## src/hdl/mhss_pkg.sv

```systemverilog
// Package for the mail header section scanner.
// Holds character codes, event codes, line ending codes and the name character test.
// No dependencies.
package mhss_pkg;

    localparam int EVENT_BITS = 3;
    localparam int STYLE_BITS = 2;

    // event codes
    localparam logic [EVENT_BITS-1:0] EV_NONE       = 3'd0;
    localparam logic [EVENT_BITS-1:0] EV_NAME_COLON = 3'd1;
    localparam logic [EVENT_BITS-1:0] EV_BODY_START = 3'd2;
    localparam logic [EVENT_BITS-1:0] EV_UNEXPECTED = 3'd3;
    localparam logic [EVENT_BITS-1:0] EV_BAD_FIRST  = 3'd4;
    localparam logic [EVENT_BITS-1:0] EV_BARE_CR    = 3'd5;

    // line ending styles
    localparam logic [STYLE_BITS-1:0] STYLE_UNKNOWN = 2'd0;
    localparam logic [STYLE_BITS-1:0] STYLE_LF      = 2'd1;
    localparam logic [STYLE_BITS-1:0] STYLE_CRLF    = 2'd2;

    // characters
    localparam logic [7:0] CH_TAB   = 8'd9;
    localparam logic [7:0] CH_LF    = 8'd10;
    localparam logic [7:0] CH_CR    = 8'd13;
    localparam logic [7:0] CH_SP    = 8'd32;
    localparam logic [7:0] CH_COLON = 8'd58;
    localparam logic [7:0] CH_DEL   = 8'd127;

    // printable, not space, not colon
    function automatic logic name_char(input logic [7:0] b);
        name_char = (b > CH_SP) && (b < CH_DEL) && (b != CH_COLON);
    endfunction

endpackage

```

## src/hdl/mhss_step.sv

```systemverilog
// Per-byte scan step: scanner state registers and the classification logic.
// Results for the presented byte appear combinationally; state advances on accept.
// Depends on mhss_pkg.
module mhss_step #(
    parameter int HDR_BITS    = 13,
    parameter int NAME_BITS   = 10,
    parameter int OFFSET_BITS = 24,
    parameter int MAX_HEADERS = 4096,
    parameter int NAME_LEN_MAX = 1023
) (
    input  logic                                clk,
    input  logic                                rst_n,
    input  logic                                advance,
    input  logic [7:0]                          data_byte,
    input  logic                                first_byte,
    output logic [mhss_pkg::EVENT_BITS-1:0]     event_res,
    output logic [HDR_BITS-1:0]                 header_total,
    output logic [NAME_BITS-1:0]                name_length,
    output logic [OFFSET_BITS-1:0]              byte_offset,
    output logic [mhss_pkg::STYLE_BITS-1:0]     crlf_mode
);
    import mhss_pkg::*;

    logic [OFFSET_BITS-1:0] offset_count_reg, offset_count_next;
    logic                   at_line_start_reg, at_line_start_next;
    logic                   in_name_reg, in_name_next;
    logic [NAME_BITS-1:0]   name_count_reg, name_count_next;
    logic [HDR_BITS-1:0]    header_count_reg, header_count_next;
    logic [STYLE_BITS-1:0]  ending_style_reg, ending_style_next;
    logic                   cr_pending_reg, cr_pending_next;
    logic                   empty_cr_pending_reg, empty_cr_pending_next;
    logic                   scan_done_reg, scan_done_next;

    logic [OFFSET_BITS-1:0] off;
    logic [OFFSET_BITS-1:0] off_inc;
    logic                   content;

    always_comb
    begin
        // first byte of a message starts from the reset state
        off                   = first_byte ? '0 : offset_count_reg;
        at_line_start_next    = first_byte ? 1'b1 : at_line_start_reg;
        in_name_next          = first_byte ? 1'b0 : in_name_reg;
        name_count_next       = first_byte ? '0 : name_count_reg;
        header_count_next     = first_byte ? '0 : header_count_reg;
        ending_style_next     = first_byte ? STYLE_UNKNOWN : ending_style_reg;
        cr_pending_next       = first_byte ? 1'b0 : cr_pending_reg;
        empty_cr_pending_next = first_byte ? 1'b0 : empty_cr_pending_reg;
        scan_done_next        = first_byte ? 1'b0 : scan_done_reg;

        off_inc     = (off == '1) ? off : off + 1'b1;
        event_res   = EV_NONE;
        name_length = '0;
        byte_offset = off;
        content     = 1'b0;

        if (first_byte && !name_char(data_byte))
        begin
            event_res      = EV_BAD_FIRST;
            scan_done_next = 1'b1;
        end
        else if (!scan_done_next)
        begin
            if (cr_pending_next)
            begin
                cr_pending_next = 1'b0;
                if (data_byte == CH_LF)
                begin
                    ending_style_next  = STYLE_CRLF;
                    at_line_start_next = 1'b1;
                end
                else
                begin
                    event_res = EV_BARE_CR;
                    content   = 1'b1;
                end
            end
            else if (empty_cr_pending_next)
            begin
                empty_cr_pending_next = 1'b0;
                if (data_byte == CH_LF)
                begin
                    event_res      = EV_BODY_START;
                    byte_offset    = off_inc;
                    scan_done_next = 1'b1;
                end
                else
                begin
                    event_res = EV_UNEXPECTED;
                    content   = 1'b1;
                end
            end
            else if (at_line_start_next)
            begin
                at_line_start_next = 1'b0;
                if (name_char(data_byte))
                begin
                    if (header_count_next < HDR_BITS'(MAX_HEADERS))
                        header_count_next = header_count_next + 1'b1;
                    in_name_next    = 1'b1;
                    name_count_next = NAME_BITS'(1);
                end
                else if (data_byte == CH_CR && ending_style_next == STYLE_CRLF)
                begin
                    empty_cr_pending_next = 1'b1;
                end
                else if (data_byte == CH_LF && ending_style_next == STYLE_LF)
                begin
                    event_res      = EV_BODY_START;
                    byte_offset    = off_inc;
                    scan_done_next = 1'b1;
                end
                else if (data_byte == CH_SP || data_byte == CH_TAB)
                begin
                    in_name_next = 1'b0;
                end
                else
                begin
                    event_res = EV_UNEXPECTED;
                    content   = 1'b1;
                end
            end
            else if (in_name_next)
            begin
                if (data_byte == CH_COLON)
                begin
                    event_res    = EV_NAME_COLON;
                    name_length  = name_count_next;
                    in_name_next = 1'b0;
                end
                else if (data_byte == CH_CR || data_byte == CH_LF)
                begin
                    in_name_next = 1'b0;
                    content      = 1'b1;
                end
                else if (name_count_next < NAME_BITS'(NAME_LEN_MAX))
                begin
                    name_count_next = name_count_next + 1'b1;
                end
            end
            else
            begin
                content = 1'b1;
            end
        end

        // ordinary line content: CR waits for LF, LF ends the line
        if (content)
        begin
            if (data_byte == CH_CR)
                cr_pending_next = 1'b1;
            else if (data_byte == CH_LF)
            begin
                if (ending_style_next == STYLE_UNKNOWN)
                    ending_style_next = STYLE_LF;
                at_line_start_next = 1'b1;
            end
        end

        offset_count_next = off_inc;
        header_total      = header_count_next;
        crlf_mode         = ending_style_next;
    end

    always_ff @(posedge clk or negedge rst_n)
    begin
        if (!rst_n)
        begin
            offset_count_reg     <= '0;
            at_line_start_reg    <= 1'b1;
            in_name_reg          <= 1'b0;
            name_count_reg       <= '0;
            header_count_reg     <= '0;
            ending_style_reg     <= STYLE_UNKNOWN;
            cr_pending_reg       <= 1'b0;
            empty_cr_pending_reg <= 1'b0;
            scan_done_reg        <= 1'b0;
        end
        else if (advance)
        begin
            offset_count_reg     <= offset_count_next;
            at_line_start_reg    <= at_line_start_next;
            in_name_reg          <= in_name_next;
            name_count_reg       <= name_count_next;
            header_count_reg     <= header_count_next;
            ending_style_reg     <= ending_style_next;
            cr_pending_reg       <= cr_pending_next;
            empty_cr_pending_reg <= empty_cr_pending_next;
            scan_done_reg        <= scan_done_next;
        end
    end

endmodule

```

## src/hdl/mail_header_section_scanner_core.sv

```systemverilog
// Top level of the mail header section scanner: stream ports and output buffer.
// Instantiates mhss_step; depends on mhss_pkg.
//
// The scanner takes one message byte per beat on the slave stream (s_tuser set on
// the first byte of a message) and returns exactly one result beat per input beat,
// in order. Each accepted byte's result is registered into the output buffer. The
// scan state is updated in the accepting cycle by a single pass of compares and
// counter increments, so throughput is one byte per clock while s_tready is high.
// A two-entry output buffer (result register plus skid register) separates the two
// sides: input keeps flowing while one result waits, and s_tready drops only when
// both entries are full. Header count, name length and byte offset saturate; their
// widths follow MAX_HEADERS, NAME_LEN_MAX and OFFSET_BITS.
module mail_header_section_scanner_core #(
    parameter int MAX_HEADERS  = 4096,
    parameter int OFFSET_BITS  = 24,
    parameter int NAME_LEN_MAX = 1023,
    localparam int HDR_BITS    = $clog2(MAX_HEADERS + 1),
    localparam int NAME_BITS   = $clog2(NAME_LEN_MAX + 1),
    localparam int RES_BITS    = mhss_pkg::EVENT_BITS + HDR_BITS + NAME_BITS
                                 + OFFSET_BITS + mhss_pkg::STYLE_BITS,
    localparam int TDATA_BITS  = ((RES_BITS + 7) / 8) * 8
) (
    input  logic                  clk,
    input  logic                  rst_n,
    input  logic                  s_tvalid,
    output logic                  s_tready,
    input  logic [7:0]            s_tdata,   // data_byte
    input  logic                  s_tuser,   // first_byte
    output logic                  m_tvalid,
    input  logic                  m_tready,
    // event_res, header_total, name_length, byte_offset, crlf_mode, zero pad
    output logic [TDATA_BITS-1:0] m_tdata
);
    import mhss_pkg::*;

    logic                  push;
    logic                  pop;
    logic [EVENT_BITS-1:0] event_res;
    logic [HDR_BITS-1:0]   header_total;
    logic [NAME_BITS-1:0]  name_length;
    logic [OFFSET_BITS-1:0] byte_offset;
    logic [STYLE_BITS-1:0] crlf_mode;
    logic [TDATA_BITS-1:0] result_beat;

    logic                  main_valid_reg;
    logic [TDATA_BITS-1:0] main_data_reg;
    logic                  skid_valid_reg;
    logic [TDATA_BITS-1:0] skid_data_reg;

    assign s_tready = !skid_valid_reg;
    assign push     = s_tvalid && s_tready;
    assign pop      = main_valid_reg && m_tready;

    mhss_step #(
        .HDR_BITS     (HDR_BITS),
        .NAME_BITS    (NAME_BITS),
        .OFFSET_BITS  (OFFSET_BITS),
        .MAX_HEADERS  (MAX_HEADERS),
        .NAME_LEN_MAX (NAME_LEN_MAX)
    ) u_step (
        .clk          (clk),
        .rst_n        (rst_n),
        .advance      (push),
        .data_byte    (s_tdata),
        .first_byte   (s_tuser),
        .event_res    (event_res),
        .header_total (header_total),
        .name_length  (name_length),
        .byte_offset  (byte_offset),
        .crlf_mode    (crlf_mode)
    );

    // pack fields, first field lowest, zero padded to whole bytes
    assign result_beat = TDATA_BITS'({crlf_mode, byte_offset, name_length,
                                      header_total, event_res});

    // control of the two-entry output buffer
    always_ff @(posedge clk or negedge rst_n)
    begin
        if (!rst_n)
        begin
            main_valid_reg <= 1'b0;
            skid_valid_reg <= 1'b0;
        end
        else if (skid_valid_reg)
        begin
            // input is stalled; drain skid into main on pop
            if (pop)
                skid_valid_reg <= 1'b0;
        end
        else if (push && main_valid_reg && !pop)
        begin
            skid_valid_reg <= 1'b1;
        end
        else if (push)
        begin
            main_valid_reg <= 1'b1;
        end
        else if (pop)
        begin
            main_valid_reg <= 1'b0;
        end
    end

    // payload of the output buffer
    always_ff @(posedge clk)
    begin
        if (skid_valid_reg)
        begin
            if (pop)
                main_data_reg <= skid_data_reg;
        end
        else if (push && main_valid_reg && !pop)
        begin
            skid_data_reg <= result_beat;
        end
        else if (push)
        begin
            main_data_reg <= result_beat;
        end
    end

    assign m_tvalid = main_valid_reg;
    assign m_tdata  = main_data_reg;

endmodule
```

## config.mk

```make
export PLATFORM = sky130hd
export DESIGN_NAME = mail_header_section_scanner_core
export DESIGN_NICKNAME = d
export VERILOG_FILES = /design/src/hdl/mhss_pkg.sv /design/src/hdl/mhss_step.sv /design/src/hdl/mail_header_section_scanner_core.sv
export SDC_FILE = /design/constraint.sdc
export NUM_CORES = 1
export LEC_CHECK = 0
export BUFFER_PORTS_ARGS = -buffer_cell sky130_fd_sc_hd__buf_2
export CORE_ASPECT_RATIO = 1.25
export CORE_UTILIZATION = 30
export DETAILED_ROUTE_END_ITERATION = 10
export GPL_TIMING_DRIVEN = 0
export PLACE_DENSITY = 0.5
export SYNTH_ARGS = -nofsm -noshare
export SYNTH_HDL_FRONTEND = slang
export SYNTH_SLANG_ARGS = --single-unit
```

## constraint.sdc

```tcl
create_clock -name clk -period 5.37 [get_ports clk]
set_input_delay 0.8055 -clock clk [delete_from_list [all_inputs] [get_ports clk]]
set_output_delay 0.8055 -clock clk [all_outputs]
set_load 0.01 [all_outputs]
```

# Word level (Yosys, flattened, before mapping)
# Index checks and enable logic that the tools add are counted.
dict set report word_totals {
  ff_bits 164
  inputBits 13
  output_inout_bits 58
}
dict set report classes {
  eq_ne 11
  bitwise 2
  n_mux 126
  add_sub_neg 3
  magnitude_cmp 4
  reduce_logical 20
}
# cell n
set op_table {}
lappend op_table {{$mux 24} 11}
lappend op_table {{$mux 56} 4}
lappend op_table {{$mux 10} 18}
lappend op_table {{$mux 13} 8}
lappend op_table {{$mux 1} 65}
lappend op_table {{$mux 3} 10}
lappend op_table {{$add 24x1->24 const B} 1}
lappend op_table {{$eq 24x24->1 const B} 1}
lappend op_table {{$eq 8x4->1 const B} 3}
lappend op_table {{$mux 2} 10}
lappend op_table {{$eq 8x6->1 const B} 2}
lappend op_table {{$add 13x1->13 const B} 1}
lappend op_table {{$lt 13x13->1 const B} 1}
lappend op_table {{$add 10x1->10 const B} 1}
lappend op_table {{$lt 10x10->1 const B} 1}
lappend op_table {{$logic_and 1x1->1} 9}
lappend op_table {{$gt 8x6->1 const B} 1}
lappend op_table {{$lt 8x7->1 const B} 1}
lappend op_table {{$ne 8x6->1 const B} 1}
lappend op_table {{$reduce_and 3->1} 2}
lappend op_table {{$ne 2x2->1 const B} 2}
lappend op_table {{$reduce_bool 2->1} 2}
lappend op_table {{$logic_not 1->1} 3}
lappend op_table {{$eq 2x1->1 const B} 1}
lappend op_table {{other kinds (5)} 7}

# Logic depth before layout (Yosys ltp)
dict set report logic_depth {
  ltp_word 15
  depth_mapped 15
}

# Modules after synthesis
# A second synthesis with hierarchy kept.
dict set report hier_totals {
  hier_cells 841
  area_unflattened_um2 9052.4
}
# mod n_inst area_per_inst_um2 seq_area_each_um2 cells_each
set modules_own_cells {}
lappend modules_own_cells {mhss_step 1 5047.3 1352.5 661}
lappend modules_own_cells {mail_header_section_scanner_core 1 4005.1 3173.0 180}

# Least setup slack after synthesis
# No wires, ideal clock.
dict set report synth_timing {
  path_kind {input to register}
  from {input s_tvalid}
  to {register main_data_reg[0] (netlist: m_tdata[0]), enable pin}
  setup_ns 0.479
  t_required_ns 4.891
  stages 5
  t_arrival_ns 4.048
  slack_ns 0.843
  n_path_buf 2
  cell_sequence {nor2b_1 > clkbuf_1 > clkbuf_1 > a21oi_1 > a21oi_1}
}
dict set report synth_via {
  elab_chain_cells 5
}
# element line
set synth_lines {}
lappend synth_lines {{start, declared} mail_header_section_scanner_core.sv:25} ;# input logic s_tvalid,
lappend synth_lines {{$logic_and 1x1->1 (*)} mail_header_section_scanner_core.sv:51} ;# assign push = s_tvalid && s_tready;
lappend synth_lines {{$logic_and 1x1->1 (2 in series)} mail_header_section_scanner_core.sv:113} ;# else if (push && main_valid_reg && !pop)
lappend synth_lines {{$ne 2x2->1 (no line)} n/a}
lappend synth_lines {{$reduce_and 3->1 (no line) (*)} n/a}
lappend synth_lines {{end signal, assigned} mail_header_section_scanner_core.sv:111} ;# main_data_reg <= skid_data_reg;
lappend synth_lines {{end signal, assigned} mail_header_section_scanner_core.sv:119} ;# main_data_reg <= result_beat;
lappend synth_lines {{end, declared} mail_header_section_scanner_core.sv:46} ;# logic [TDATA_BITS-1:0] main_data_reg;
# Every way passes the cells marked *; elsewhere a longest branch is shown, timed or not.
# A chain may end at the register's enable or synchronous reset.

# Worst setup path in the final report
dict set report layout_timing {
  from {input s_tuser}
  to {register main_data_reg[39] (netlist: m_tdata[39]), data pin}
}
dict set report layout_via {
  elab_chain_cells 14
}
# element line
set layout_lines {}
lappend layout_lines {{start, declared} mail_header_section_scanner_core.sv:28} ;# input logic s_tuser,
lappend layout_lines {{$mux 24 or $mux 2 (tied branches)} {mhss_step.sv:41, mhss_step.sv:46}}
lappend layout_lines {{$add 24x1->24 (tied with other cells)} mhss_step.sv:51} ;# off_inc = (off == '1) ? off : off + 1'b1;
lappend layout_lines {{$mux 24 or $logic_and 1x1->1 (tied branches)} {mhss_step.sv:51, mhss_step.sv:107}}
lappend layout_lines {{$mux 24} mhss_step.sv:107} ;# else if (data_byte == CH_LF && ending_style_next == STYLE_LF)
lappend layout_lines {{$mux 24} mhss_step.sv:103} ;# else if (data_byte == CH_CR && ending_style_next == STYLE_CRLF)
lappend layout_lines {{$mux 24} mhss_step.sv:96} ;# if (name_char(data_byte))
lappend layout_lines {{$mux 24} mhss_step.sv:93} ;# else if (at_line_start_next)
lappend layout_lines {{$mux 24} mhss_step.sv:78} ;# else if (empty_cr_pending_next)
lappend layout_lines {{$mux 24} mhss_step.sv:64} ;# if (cr_pending_next)
lappend layout_lines {{$mux 24} mhss_step.sv:62} ;# else if (!scan_done_next)
lappend layout_lines {{$mux 24 (*)} mhss_step.sv:57} ;# if (first_byte && !name_char(data_byte))
lappend layout_lines {{$mux 56 (*)} mail_header_section_scanner_core.sv:117} ;# else if (push)
lappend layout_lines {{$mux 56 (*)} mail_header_section_scanner_core.sv:113}
lappend layout_lines {{$mux 56 (*)} mail_header_section_scanner_core.sv:108} ;# if (skid_valid_reg)
# Every way passes the cells marked *; elsewhere a longest branch is shown, timed or not. The select of a mux whose other input is x is not followed.

==> impl_metrics.toml <==
[run_status]
run_status = "completed"

[placed_design]
dpl_cell_area_mm2 = 0.0105
dp.cells = 1461
place.gp.congestion = 0.950
placement.io_buffers = 65
post-place-ws_ps = -906
detailed_placement_wirelength_estimate_mm = 24.0

[critical_path]
crit_path_cell_trace = "buf_2 > buf_2 > buf_2 > buf_2 > buf_2 > buf_2 > buf_2 > nor2b_1 > ha_1 > nand3_2 > nor3_2 > clkbuf_1 > nor4_1 > nor3_1 > a31oi_1"
timing.critical_path.slowest_stage_cell = "sky130_fd_sc_hd__nor4_1"
cpMostUsedCell = "sky130_fd_sc_hd__buf_2"
cp-startpoint = "s_tuser"
path_delay_family = "buffers and inverters"
critical_path_source_type = "primary input"
path_max_fanout = 17
critical_path_class = "in2reg"
critical_path.reg2reg.startpoint = "u_step.at_line_start_reg"
critical_path.max_stage_delay_ps = 630
worst-endpoint-required_ps = 5650
setup.worst_path.end_class = "flop"
critPathBufInv = 8
worstPathArrival_ps = 5480

[timing]
timing.setup.tns_ps = 0
grt_setup_unrepaired = "false"
relSlewSlack_pct = 23.4
fmax_ghz = 0.192
worst_setup_skew_after_layout_ps = 10.4
setup_slack_ps = 170
finalSetupViolations = 0
period_needed_ps = 5200
timing_worst_slew_pin_value_ps = 1150
hold_viol = 0
final.period_utilization_pct = 96.8
final-max-slew-violation-count = 0

[layout]
fillerInstances = 3208
final_layout_size_suffix_gt1_share_pct = 17.5
instances_no_fill = 1492
final_area_mm2 = 0.0111
final_nets = 1088
flow.area_growth_from_synthesis_pct = 16.1
final_core_util_pct = 35.6
number_of_inserted_diodes = 0

[route]
count_of_routing_violations_after_the_opening_detailed_route_iteration = 739
post_detailed_route_drc_marker_count = 0
vias = 8316
post_drt_wl_per_cell_um = 22.6
route.final.wire_length_mm = 33.7
route.antenna.remaining_nets = 0
detail_route.first_pass.iterations = 5
post_drt_via_cell_ratio = 5.57

[floorplanning]
ios = 71
die-area_mm2 = 0.0325
placeable_area_mm2 = 0.0311
die_height_um = 201
effective_utilization_at_floorplan_pct = 30.7
fp-row-count = 72
die_w_um = 161

[power]
power-per-cell-area_mw_per_mm2 = 419
leakage_power_summed_over_all_cells_nw = 3.99
power.ir.vdd_worst_mv = 0.193

[logic_synthesis]
ys.flop_type = "sky130_fd_sc_hd__edfxtp_1"
post_synth_inst_count = 983
synth_cell_types = 96
ys.warnings.count = 0
post-synth-top-area-fraction_pct = 32.8
yosys.cell_count.top_type = "sky130_fd_sc_hd__nand2_1"
ys_top_cells_by_area = "sky130_fd_sc_hd__edfxtp_1 (33%), sky130_fd_sc_hd__dfrtp_1 (14%), sky130_fd_sc_hd__nand2_1 (4.8%)"
yosys-top-cells-count = "sky130_fd_sc_hd__nand2_1 (122), sky130_fd_sc_hd__edfxtp_1 (104), sky130_fd_sc_hd__nor2_1 (83), sky130_fd_sc_hd__dfrtp_1 (55)"
synth_seq_area_share_pct = 47.5
postSynthAreaPerCell_um2 = 9.70
netlist.top_cell.by_area = "sky130_fd_sc_hd__edfxtp_1"
number_of_synthesized_flops_with_an_enable_pin = 104
ys_ff_latch = 160
syn_area_mm2 = 0.00953
asyncSetResetFlopFracSynth_pct = 35.0

[global_route]
vias_in_the_first_global_route = 8250
grt_max_degree = 57
antenna_found_initial = 0
grt-ovfl-total = 0
first_pass_grt_wire_length_mm = 51.8
grt.total_usage_pct = 21.4

[clock_network]
tritoncts.num_buffers = 17
clock_latency_ps = 450
sinks_on_clock_net = 160
path_clk_slew_ps = 70
max-clock-path-buffers = 2
cts_tree = "yes"
cts-root-buf = "sky130_fd_sc_hd__clkbuf_16"
clock_tree.htree_level_count = 4

[run]
max_cap_violations = 0

[min_path]
min_path_type = "in2async"
cell families after synthesis:
group	synth area share [%]
muxes	5.16
and+or+nand+nor	23.2
buffers and inverters	4.13
adders and majority gates	0.394
xor gates and xnor gates	1.65
DFF	47.5
AOI/OAI and AO/OA	17.9
other	0.0393
worst reg2reg max path, stage by stage (launching register included):
cell	delay [ps]
sky130_fd_sc_hd__dfstp_2	520
sky130_fd_sc_hd__clkbuf_1	340
sky130_fd_sc_hd__or4bb_1	530
sky130_fd_sc_hd__nor3_1	530
sky130_fd_sc_hd__buf_2	330
sky130_fd_sc_hd__nor2_1	190
sky130_fd_sc_hd__o21ai_1	190
sky130_fd_sc_hd__o31ai_1	170
sky130_fd_sc_hd__mux2_2	330
metrics by stage:
| stage | hold WS [ps] | total power [W] |
|---|---|---|
| 6_report | 469 | 0.00464 |
| 4_1_cts | 507 | 0.00468 |
| 5_1_grt | 530 | 0.00488 |
| 2_1_floorplan | 464 | 0.00272 |
| 3_3_place_gp | 507 | 0.00337 |
| 3_5_place_dp | 519 | 0.00340 |
layout make-up:
| type | count | area [um^2] | share of cell area (%) |
|---|---|---|---|
| Clock inverter | 13 | 161 | 1.46 |
| Multi-Input combinational cell | 734 | 4650 | 42.1 |
| Timing Repair Buffer | 68 | 388 | 3.51 |
| Buffer | 78 | 342 | 3.09 |
| Tap cell | 407 | 509 | 4.60 |
| Clock buffer | 19 | 433 | 3.91 |
| Inverter | 13 | 48.8 | 0.441 |
| Sequential cell | 160 | 4530 | 40.9 |
layer usage:
metal  vias up  track usage, %  wire length (um)
li1       3894               -                 -
met1      4036            26.8             14300
met2       298            35.0             16200
met3        88            3.05              1590
met4         0            12.3              1620
met5         -               0                 0
cell usage in the layout (no fill, tap or decap), types with 14 or more instances in the layout:
cell type	Yosys	routed
sky130_fd_sc_hd__a21oi_1	50	49
sky130_fd_sc_hd__a31oi_1	17	17
sky130_fd_sc_hd__and2_1	15	15
sky130_fd_sc_hd__buf_2	23	87
sky130_fd_sc_hd__clkbuf_1	49	50
sky130_fd_sc_hd__clkbuf_16	0	17
sky130_fd_sc_hd__dfrtp_1	55	55
sky130_fd_sc_hd__edfxtp_1	104	104
sky130_fd_sc_hd__mux2_2	25	25
sky130_fd_sc_hd__mux2i_1	21	21
sky130_fd_sc_hd__nand2_1	122	122
sky130_fd_sc_hd__nand3_1	22	22
sky130_fd_sc_hd__nand4_1	15	15
sky130_fd_sc_hd__nor2_1	83	83
sky130_fd_sc_hd__nor2b_1	19	19
sky130_fd_sc_hd__nor3_1	33	33
sky130_fd_sc_hd__o211ai_1	16	16
sky130_fd_sc_hd__o21ai_0	50	50
sky130_fd_sc_hd__o21ai_1	14	14
sky130_fd_sc_hd__o31ai_1	24	24
sky130_fd_sc_hd__xnor2_1	14	14
worst paths after layout:
kind	endpoint	slack, ps	cells past startpoint
worst min register to register	m_tdata[35]	530	2
worst max-delay path	m_tdata[39]	170	15
max in group asynchronous	u_step.offset_count_reg[10]	4310	1
worst max register to register	m_tdata[26]	2000	8
worst min-delay path	u_step.offset_count_reg[17]	470	1
min in group clk	m_tdata[35]	530	2
repair_timing:
action / in CTS / in global routing
hold buffers: 0 / 0
gates cloned: 0 / 0
pin swaps: 0 / 0
buffers inserted: 0 / 0
endpoints found under the setup margin: 23 / 4
gates resized for setup: 0 / 2
where the power goes:
part	leakage (nW)	switching, W	total [W]	internal [W]
clock	0.282	0.000539	0.00127	0.000733
sequential	1.74	0.000131	0.00183	0.00170
combinational	1.97	0.00105	0.00154	0.000485
total	3.99	0.00172	0.00464	0.00292
No activity file was read; power rests on OpenSTA's default activity.
